--- config.mk ---
export PLATFORM = sky130hd
export DESIGN_NAME = refrigerant_pressure_to_sat_temp_unit_flat
export DESIGN_NICKNAME = d
export VERILOG_FILES = /design/src/rtl/prsat_pkg.sv /design/src/rtl/prsat_in_if.sv /design/src/rtl/prsat_out_if.sv /design/src/rtl/refrigerant_pressure_to_sat_temp_unit.sv /design/src/rtl/prsat_seg_sel.sv /design/src/rtl/prsat_interp.sv /design/src/flat_wrapper.sv
export SDC_FILE = /design/constraint.sdc
export NUM_CORES = 1
export LEC_CHECK = 0
export CAP_MARGIN = 20
export CORE_MARGIN = 4
export CORE_UTILIZATION = 48
export DETAILED_ROUTE_END_ITERATION = 10
export DONT_BUFFER_PORTS = 1
export PLACE_DENSITY = 0.7
export SLEW_MARGIN = 0
export SYNTH_ARGS = -nofsm -noshare
export SYNTH_HDL_FRONTEND = slang
export SYNTH_SLANG_ARGS = --single-unit
--- constraint.sdc ---
create_clock -name clk -period 10 [get_ports clk]
set_clock_uncertainty 0.1 [all_clocks]
set_input_delay 0.5 -clock clk [delete_from_list [all_inputs] [get_ports clk]]
set_output_delay 0.5 -clock clk [all_outputs]
set_load 0.005 [all_outputs]
--- src/rtl/prsat_pkg.sv ---
// Package: table constants, widths and segment types for the pressure to saturation temp unit
`timescale 1ns / 1ps

package prsat_pkg;

  // Table size and field widths
  localparam int TABLE_POINTS = 20;
  localparam int SEG_W        = $clog2(TABLE_POINTS);
  localparam int P_W          = 14;
  localparam int T_W          = 12;
  localparam int BASE_W       = 28;
  localparam int SLOPE_W      = 15;
  localparam int D_W          = 9;
  localparam int PROD_W       = D_W + SLOPE_W;
  localparam int ACC_W        = BASE_W + 1;
  localparam int FRAC_SH      = 16;
  localparam logic [ACC_W-1:0] ROUND_HALF = ACC_W'(32768);

  // Breakpoint pressures in 1/16 psig
  localparam logic [P_W-1:0] BP_X16 [0:TABLE_POINTS-1] = '{
    14'd1824, 14'd2240, 14'd2560, 14'd2880, 14'd3200,
    14'd3456, 14'd3840, 14'd4160, 14'd4480, 14'd4800,
    14'd5088, 14'd5440, 14'd5760, 14'd6080, 14'd6400,
    14'd6720, 14'd7040, 14'd7360, 14'd7680, 14'd8000
  };

  // Segment base in Q16 temp_x16 units, indexed by upper breakpoint (entry 0 unused)
  localparam logic [BASE_W-1:0] SEG_BASE [0:TABLE_POINTS-1] = '{
    28'd0,
    28'd39636173, 28'd49283072, 28'd56623104, 28'd63963136, 28'd71303168,
    28'd77909197, 28'd85983232, 28'd92274688, 28'd98041856, 28'd102236160,
    28'd105067315, 28'd109051904, 28'd113246208, 28'd117440512, 28'd121634816,
    28'd126563123, 28'd130023424, 28'd133169152, 28'd136314880
  };

  // Segment slope in Q16 temp_x16 units per 1/16 psig (entry 0 unused)
  localparam logic [SLOPE_W-1:0] SEG_SLOPE [0:TABLE_POINTS-1] = '{
    15'd0,
    15'd23190, 15'd22938, 15'd22938, 15'd22938, 15'd25805,
    15'd21026, 15'd19661, 15'd18022, 15'd13107, 15'd9830,
    15'd11320, 15'd13107, 15'd13107, 15'd13107, 15'd15401,
    15'd10813, 15'd9830, 15'd9830, 15'd13107
  };

  // Segment terms handed from the select stage to the interpolator
  typedef struct packed {
    logic               oor;
    logic [BASE_W-1:0]  base;
    logic [SLOPE_W-1:0] slope;
    logic [D_W-1:0]     d;
  } seg_t;

endpackage

--- src/rtl/prsat_in_if.sv ---
// Interface: pressure input channel
`timescale 1ns / 1ps

interface prsat_in_if;
  logic                       valid;
  logic                       ready;
  logic [prsat_pkg::P_W-1:0]  pressure_x16;

  modport source (output valid, output pressure_x16, input ready);
  modport sink   (input valid, input pressure_x16, output ready);
endinterface

--- src/rtl/prsat_out_if.sv ---
// Interface: saturation temperature result channel
`timescale 1ns / 1ps

interface prsat_out_if;
  logic                       valid;
  logic                       ready;
  logic [prsat_pkg::T_W-1:0]  temp_x16;
  logic                       out_of_range;

  modport source (output valid, output temp_x16, output out_of_range, input ready);
  modport sink   (input valid, input temp_x16, input out_of_range, output ready);
endinterface

--- src/rtl/refrigerant_pressure_to_sat_temp_unit.sv ---
// Top level: gauge pressure to saturation temperature by piecewise linear lookup
// Datapath: the accepted input beat passes the input register, the segment
//   register and the result register, in that order.
// Throughput: one beat per cycle while the result side holds ready high; a full
//   stage holds its beat only when the stage after it cannot take one.
// Reset: synchronous active-low rst_n clears all stage valid flags; no other state.
`timescale 1ns / 1ps

module refrigerant_pressure_to_sat_temp_unit (
  input  logic          clk,
  input  logic          rst_n,
  prsat_in_if.sink      in_ch,
  prsat_out_if.source   out_ch
);

  prsat_pkg::seg_t  seg;
  logic             seg_valid;
  logic             seg_ready;

  // Segment select stage
  prsat_seg_sel u_seg_sel (
    .clk         (clk),
    .rst_n       (rst_n),
    .in_ch       (in_ch),
    .seg_o       (seg),
    .seg_valid_o (seg_valid),
    .seg_ready_i (seg_ready)
  );

  // Interpolation stage
  prsat_interp u_interp (
    .clk         (clk),
    .rst_n       (rst_n),
    .seg_i       (seg),
    .seg_valid_i (seg_valid),
    .seg_ready_o (seg_ready),
    .out_ch      (out_ch)
  );

endmodule

--- src/rtl/prsat_seg_sel.sv ---
// Input register, range check and segment select with offset computation
`timescale 1ns / 1ps

module prsat_seg_sel (
  input  logic              clk,
  input  logic              rst_n,
  prsat_in_if.sink          in_ch,
  output prsat_pkg::seg_t   seg_o,
  output logic              seg_valid_o,
  input  logic              seg_ready_i
);

  logic                             in_valid_r;
  logic [prsat_pkg::P_W-1:0]        in_p_r;
  logic                             seg_valid_r;
  prsat_pkg::seg_t                  seg_r;
  prsat_pkg::seg_t                  seg_nxt;
  logic                             seg_adv;
  logic                             in_adv;
  logic [prsat_pkg::SEG_W-1:0]      seg_idx;
  logic [prsat_pkg::SEG_W-1:0]      lo_idx;
  logic [prsat_pkg::P_W-1:0]        diff;

  // Ready chain: a stage moves when it is empty or the next one moves
  assign seg_adv     = !seg_valid_r || seg_ready_i;
  assign in_adv      = !in_valid_r || seg_adv;
  assign in_ch.ready = in_adv;

  // Input register
  always_ff @(posedge clk) begin
    if (!rst_n) begin
      in_valid_r <= 1'b0;
    end else if (in_adv) begin
      in_valid_r <= in_ch.valid;
    end
    if (in_adv && in_ch.valid) begin
      in_p_r <= in_ch.pressure_x16;
    end
  end

  // First breakpoint at or above the pressure; last segment by default
  always_comb begin
    seg_idx = prsat_pkg::SEG_W'(prsat_pkg::TABLE_POINTS - 1);
    for (int k = prsat_pkg::TABLE_POINTS - 1; k >= 1; k--) begin
      if (in_p_r <= prsat_pkg::BP_X16[k]) begin
        seg_idx = prsat_pkg::SEG_W'(k);
      end
    end
  end

  // Offset into the segment and its constants
  always_comb begin
    lo_idx        = seg_idx - 1'b1;
    diff          = in_p_r - prsat_pkg::BP_X16[lo_idx];
    seg_nxt.oor   = (in_p_r < prsat_pkg::BP_X16[0]) ||
                    (in_p_r > prsat_pkg::BP_X16[prsat_pkg::TABLE_POINTS-1]);
    seg_nxt.base  = prsat_pkg::SEG_BASE[seg_idx];
    seg_nxt.slope = prsat_pkg::SEG_SLOPE[seg_idx];
    seg_nxt.d     = diff[prsat_pkg::D_W-1:0];
  end

  // Segment register
  always_ff @(posedge clk) begin
    if (!rst_n) begin
      seg_valid_r <= 1'b0;
    end else if (seg_adv) begin
      seg_valid_r <= in_valid_r;
    end
    if (seg_adv && in_valid_r) begin
      seg_r <= seg_nxt;
    end
  end

  assign seg_o       = seg_r;
  assign seg_valid_o = seg_valid_r;

endmodule

--- src/rtl/prsat_interp.sv ---
// Multiply-add interpolation, rounding and result register
`timescale 1ns / 1ps

module prsat_interp (
  input  logic              clk,
  input  logic              rst_n,
  input  prsat_pkg::seg_t   seg_i,
  input  logic              seg_valid_i,
  output logic              seg_ready_o,
  prsat_out_if.source       out_ch
);

  localparam logic [prsat_pkg::T_W-1:0] TEMP_MIN = prsat_pkg::T_W'(605);
  localparam logic [prsat_pkg::T_W-1:0] TEMP_MAX = prsat_pkg::T_W'(2144);
  localparam logic [prsat_pkg::D_W-1:0] D_MAX    = prsat_pkg::D_W'(416);

  logic                              out_valid_r;
  logic [prsat_pkg::T_W-1:0]         temp_r;
  logic [prsat_pkg::T_W-1:0]         temp_nxt;
  logic                              oor_r;
  logic                              out_adv;
  logic [prsat_pkg::PROD_W-1:0]      prod;
  logic [prsat_pkg::ACC_W-1:0]       acc;

  assign out_adv     = !out_valid_r || out_ch.ready;
  assign seg_ready_o = out_adv;

  // base + d * slope, rounded to nearest 1/16; zero when out of range
  always_comb begin
    prod     = prsat_pkg::PROD_W'(seg_i.d) * prsat_pkg::PROD_W'(seg_i.slope);
    acc      = prsat_pkg::ACC_W'(seg_i.base) + prsat_pkg::ACC_W'(prod) + prsat_pkg::ROUND_HALF;
    temp_nxt = seg_i.oor ? '0 : acc[prsat_pkg::FRAC_SH +: prsat_pkg::T_W];
  end

  // Result register
  always_ff @(posedge clk) begin
    if (!rst_n) begin
      out_valid_r <= 1'b0;
    end else if (out_adv) begin
      out_valid_r <= seg_valid_i;
    end
    if (out_adv && seg_valid_i) begin
      temp_r <= temp_nxt;
      oor_r  <= seg_i.oor;
    end
  end

  assign out_ch.valid        = out_valid_r;
  assign out_ch.temp_x16     = temp_r;
  assign out_ch.out_of_range = oor_r;

  // Out-of-range beats carry a zero temperature
  a_oor_zero: assert property (@(posedge clk) disable iff (!rst_n)
    out_valid_r && oor_r |-> temp_r == '0)
    else $error("out of range beat with nonzero temperature");

  // In-range beats stay inside the table's temperature span
  a_temp_span: assert property (@(posedge clk) disable iff (!rst_n)
    out_valid_r && !oor_r |-> (temp_r >= TEMP_MIN) && (temp_r <= TEMP_MAX))
    else $error("in range temperature outside table span");

  // Segment offset never exceeds the widest segment
  a_d_bound: assert property (@(posedge clk) disable iff (!rst_n)
    seg_valid_i && !seg_i.oor |-> seg_i.d <= D_MAX)
    else $error("segment offset too large");

  // Reset empties the result register
  a_rst_empty: assert property (@(posedge clk)
    !rst_n |=> !out_valid_r)
    else $error("result valid right after reset");

endmodule
--- src/flat_wrapper.sv ---
// flat-port wrapper written by rule: the top's interface ports become plain ports
module refrigerant_pressure_to_sat_temp_unit_flat 
  (clk, rst_n, in_ch_valid, in_ch_pressure_x16, in_ch_ready, out_ch_valid, out_ch_temp_x16, out_ch_out_of_range, out_ch_ready);
  prsat_in_if in_ch_i ();
  prsat_out_if out_ch_i ();
  input  logic clk;
  input  logic rst_n;
  input wire logic [$bits(in_ch_i.valid)-1:0] in_ch_valid;
  input wire logic [$bits(in_ch_i.pressure_x16)-1:0] in_ch_pressure_x16;
  output wire logic [$bits(in_ch_i.ready)-1:0] in_ch_ready;
  output wire logic [$bits(out_ch_i.valid)-1:0] out_ch_valid;
  output wire logic [$bits(out_ch_i.temp_x16)-1:0] out_ch_temp_x16;
  output wire logic [$bits(out_ch_i.out_of_range)-1:0] out_ch_out_of_range;
  input wire logic [$bits(out_ch_i.ready)-1:0] out_ch_ready;
  assign in_ch_i.valid = in_ch_valid;
  assign in_ch_i.pressure_x16 = in_ch_pressure_x16;
  assign in_ch_ready = in_ch_i.ready;
  assign out_ch_valid = out_ch_i.valid;
  assign out_ch_temp_x16 = out_ch_i.temp_x16;
  assign out_ch_out_of_range = out_ch_i.out_of_range;
  assign out_ch_i.ready = out_ch_ready;
  refrigerant_pressure_to_sat_temp_unit u_core (.clk(clk), .rst_n(rst_n), .in_ch(in_ch_i), .out_ch(out_ch_i));
endmodule
* Word level (Yosys, flattened, before mapping)
Memories as Yosys holds them, arrays and structs flattened. A register that Yosys moved wholly into a read port is not among the register bits.
Cells that the tools add are included.
W data, S select, Z words.
** Storage, ports and cells
- Bits in registers :: 40
- Bits in read-only memories :: 1824
- Input bits :: 18
- Logic and storage cells :: 69
- Memories :: 3
** Operators by class
- Add/sub/neg operators :: 4
- $mul :: 1
- $lt $le $gt $ge :: 21
- Mux-type cells :: 20
- Bitwise logic cells :: 2
- Reduce and logical (&&, ||, !) cells :: 10
** Memories
- (no name shown) :: words 32, bits a word 28, rd ports 1, clocked after memory_dff 1, wr ports 0, line prsat_seg_sel.sv:57 : seg_nxt.base = prsat_pkg::SEG_BASE[seg_idx];
- (no name shown) :: words 32, bits a word 15, rd ports 1, clocked after memory_dff 1, wr ports 0, line prsat_seg_sel.sv:58 : seg_nxt.slope = prsat_pkg::SEG_SLOPE[seg_idx];
- (no name shown) :: words 32, bits a word 14, rd ports 1, clocked after memory_dff 0, wr ports 0, line prsat_seg_sel.sv:54 : diff = in_p_r - prsat_pkg::BP_X16[lo_idx];
** Operator list (count)
- $le A14 B13 Y1 const B :: 12
- $mux W5 :: 17
- $le A14 B12 Y1 const B :: 6
- $add A28 B16 Y28 const B :: 1
- $add A28 B24 Y28 :: 1
- $mul A9 B15 Y24 :: 1
- $mux W9 :: 2
- $gt A14 B13 Y1 const B :: 1
- $lt A14 B11 Y1 const B :: 1
- $not A5 Y6 :: 2
- $sub A9 B9 Y9 :: 1
- $ge A6 B6 Y1 const B :: 1
- $sub A5 B1 Y5 const B :: 1
- $logic_or A1 B1 Y1 :: 4
- $logic_and A1 B1 Y1 :: 3
- $logic_not A1 Y1 :: 3
- $mux W1 :: 1

* Depth between registers and ports, before layout
- Depth after elaboration :: 25
- Depth in mapped cells :: 22
- Mapped depth without buffers :: 21

* By module
A second synthesis with hierarchy kept.
** Second synthesis, totals
- Cell total of the unflattened synthesis :: 959
- Area, all modules :: 8937.3 um2
** By module, submodules not included
- prsat_interp :: instances 1, cells an instance 607, area each 5430.2 um2
- prsat_seg_sel :: instances 1, cells an instance 352, area each 3507.1 um2

* Worst setup path after synthesis
No wires, ideal clock.
- Path type :: register to register
- Start point :: register u_core.u_seg_sel.seg_r, in the netlist u_core.u_seg_sel.seg_o[8]
- End point :: register u_core.u_interp.temp_r, in the netlist u_core.u_interp.out_ch.temp_x16[10], data pin
- Library setup time :: 0.266 ns
- Data arrival time :: 5.247 ns
- Required time :: 9.634 ns
- Slack :: 4.387 ns
- Cell stages (with the launch flop) :: 19
- Buffers on the path :: 1
- Clock period less this slack :: 5.613 ns
- Path through :: edfxtp_1 clkbuf_1 nand2_1 fa_1 inv_1 fa_1 fa_1 fa_1 fa_1 ha_1 a21o_1 a21o_1 a21oi_1 o21ai_0 a21oi_1 o221ai_1 a221o_1 xnor2_1 nor2_1
** On the way
- Cells in the longest elaborated chain, start to end :: 3
** Ends and longest elaborated chain
- start, declared :: line prsat_seg_sel.sv:16 : prsat_pkg::seg_t seg_r;
- start signal, assigned :: line prsat_seg_sel.sv:70 : seg_r <= seg_nxt;
- $mul A9 B15 Y24 :: line prsat_interp.sv:30 : prod = prsat_pkg::PROD_W'(seg_i.d) * prsat_pkg::PROD_W'(seg_i.slope);
- $add A28 B24 Y28 :: line prsat_interp.sv:31 : acc = prsat_pkg::ACC_W'(seg_i.base) + prsat_pkg::ACC_W'(prod) + prsat_pkg::ROUND_HALF;
- $add A28 B16 Y28 :: line prsat_interp.sv:31
- end signal, assigned :: line prsat_interp.sv:43 : temp_r <= temp_nxt;
- end, declared :: line prsat_interp.sv:18 : logic [prsat_pkg::T_W-1:0] temp_r;
No other way between the ends.
A chain may end at the register's enable or synchronous reset.

* Final worst setup path
Ends and elaborated chain as after synthesis.

==> out/metrics.yaml <==
status: "completed"
period_minus_slack_ns: 6.097
dp_hpwl_um: 13770
cts_root_buffer: "clkbuf_16"
grt_max_degree: 38
clkSinkCount: 67
reg2reg_slack_ns: 3.90
dp_cells: 1049
cp.arrival_ns: 6.07
nNetsFinal: 1054
post_cts_buffers: 0
worst_pin_slew_ns: 0.8962
ys_seq_area_frac: 0.2356
hp-class: "in2reg"
clock_latency_ns: 0.33
cts_tree: "done"
drtPass1Iterations: 5
drive_gt1_frac: 0.04394
start_kind: "flop"
syn_area_per_cell_um2: 9.715
async_reset_ff_frac: 0
setup_viol: 0
cts_resized: 0
drt-vias-per-instance: 5.587
grt.total_usage: 0.1837
cp_max_fo: 15
crit_type: "reg2reg"
pin_count: 33
place.gp.congestion: 0.9332
cp-end-kind: "flop"
grt_pass1_vias: 6059
critical_path_required_ns: 9.98
place_ws_ns: 3.814
syn2layout_area_growth_pct: 6.068
grt_pass1_wl_um: 29610
max_cap_violations: 0
cts_hold_buf: 0
antenna_cells: 0
final_util: 0.5177
layout.cells.non_filler: 1067
synth_nets: 1083
fill_cells: 1522
setup_slack_ns: 3.903
dr_total_vias: 5961
coreArea_um2: 17240
fmax_mhz: 164.0
final_hold_viol_count: 0
ys_ff_latch: 67
rows: 48
synth_area_um2: 8413
wl_per_cell_um: 16.58
ctsLongestPathBuffers: 2
setup_tns_ns: 0
cts_buffers: 9
yosys_warnings: 0
synth_edf_count: 64
synthCells: 866
drv_slew: 0
die-height_um: 140.4
die-area_um2: 19710
finalCritPeriodShare: 0.6097
die_w_um: 140.4
ant_nets: 0
yosysUniqueCellTypes: 69
initial_core_util: 0.4881
grt_overflow: 0
htree_num_levels: 3
max_slew_margin: 0.4026
rsz0062_at_grt: "false"
antenna_found_initial: 0
drt-initial-drc-count: 367
drt_wl_total_um: 17690
synth_ff_type: "edfxtp_1"
drc: 0
path_clk_slew_ns: 0.06
portBuffers: 0
[state kept, by name, summed over array words and instances, names as in the netlist]
name                                 cells
u_core.u_seg_sel.in_p_r                 14
u_core.u_seg_sel.seg_o                  37
u_core.u_seg_sel.seg_valid_o             1
u_core.u_interp.out_ch.out_of_range      1
u_core.u_interp.out_ch.temp_x16         12
u_core.u_seg_sel.in_valid_r              1
u_core.u_interp.out_ch.valid             1
[final cells by class]
type / count / area, um2 / share of cell area
clock inverter: 6 / 112.6 / 0.01262
inverter: 128 / 480.5 / 0.05384
sequential: 67 / 1982 / 0.2221
multi-input combinational: 629 / 5797 / 0.6496
timing repair buffer: 2 / 31.28 / 0.003505
clock buffer: 10 / 239.0 / 0.02678
tap: 225 / 281.5 / 0.03155
[worst max-delay path, stage by stage, from the launching register on]
cell and delay [ns]:
edfxtp_1 0.61, nand2_1 0.14, fa_1 0.57, inv_1 0.06, fa_1 0.50, fa_1 0.52
fa_1 0.53, fa_1 0.49, ha_1 0.31, a21o_1 0.16, a21o_1 0.16, a21oi_1 0.25
o21ai_0 0.11, a21oi_1 0.38, o221ai_1 0.33, a221o_1 0.41, xnor2_1 0.15, nor2_1 0.05
[worst paths after layout]
path / from / endpoint / cells past startpoint
worst min register to register: u_core.u_seg_sel.in_valid_r$_SDFFE_PN0N_ / u_core.u_seg_sel.seg_valid_o$_SDFFE_PN0P_ / 2
worst max register to register: u_core.u_seg_sel.seg_o[8]$_DFFE_PP_ / u_core.u_interp.out_ch.temp_x16[10]$_SDFFCE_PP0P_ / 17
worst min-delay path: in_ch_pressure_x16[6] / u_core.u_seg_sel.in_p_r[6]$_DFFE_PP_ / 0
worst max-delay path: u_core.u_seg_sel.seg_o[8]$_DFFE_PP_ / u_core.u_interp.out_ch.temp_x16[10]$_SDFFCE_PP0P_ / 17
[logic make-up after synthesis]
| logic type | share of synthesized area |
|---|---|
| AND/OR/NAND/NOR | 0.1563 |
| adder cells (fa/ha/maj) | 0.3968 |
| buffers and inverters | 0.07748 |
| AO/OA/AOI/OAI | 0.1169 |
| flip-flops | 0.2356 |
| XOR/XNOR | 0.01457 |
| multiplexers | 0.002380 |
[through the flow]
stage | area, um2 | hold slack (ns)
after floorplan | 8413 | 0.3738
after global placement | 8541 | 0.4360
after detailed placement | 8541 | 0.4384
after CTS | 8892 | 0.1498
after global routing | 8924 | 0.1493
final | 8924 | 0.1590
[routing by layer]
layer | track usage | up-vias | share of wire
met4 | 0.05252 | 0 | 0.021
met1 | 0.2511 | 2937 | 0.45
li1 | - | 2813 | -
met5 | 0 | - | 0
met2 | 0.3027 | 184 | 0.48
met3 | 0.03175 | 27 | 0.053
[Yosys cell counts (all sizes together) (4+ instances only)]
library cell	count	share of area
a21oi	37	0.024
nand2	137	0.062
nand4	8	0.0059
nor3	9	0.0065
a21o	13	0.012
or3	5	0.0037
ha	86	0.13
o31ai	8	0.0071
and2	47	0.035
nor2	32	0.015
fa	113	0.27
clkbuf	32	0.014
inv	128	0.057
o21a	7	0.0062
nand3	12	0.0071
buf	10	0.0061
o21ai	20	0.012
xnor2	9	0.0094
xor2	5	0.0052
o21bai	4	0.0036
a211oi	4	0.0036
edfxtp	64	0.23
a31oi	9	0.0074
nor2b	4	0.0030
a21boi	4	0.0036
[layout by cell type (no fill, tap or decap), types with 4 or more instances in the layout]
cell type / n
xor2_1: 5
o21ai_0: 19
fa_1: 113
a21o_1: 13
o21a_1: 7
o21bai_1: 4
or3_1: 5
nand4_1: 8
clkbuf_16: 9
nand2_1: 136
nor2b_1: 4
o31ai_1: 8
nand3_1: 12
xnor2_1: 9
inv_1: 127
edfxtp_1: 64
ha_1: 86
nor3_1: 7
a21oi_1: 35
and2_1: 47
nor2_1: 31
a211oi_1: 4
a31oi_1: 7
Power is not shown: default switching activity piles up to over one toggle a cycle in this logic, so the estimate is an artifact.
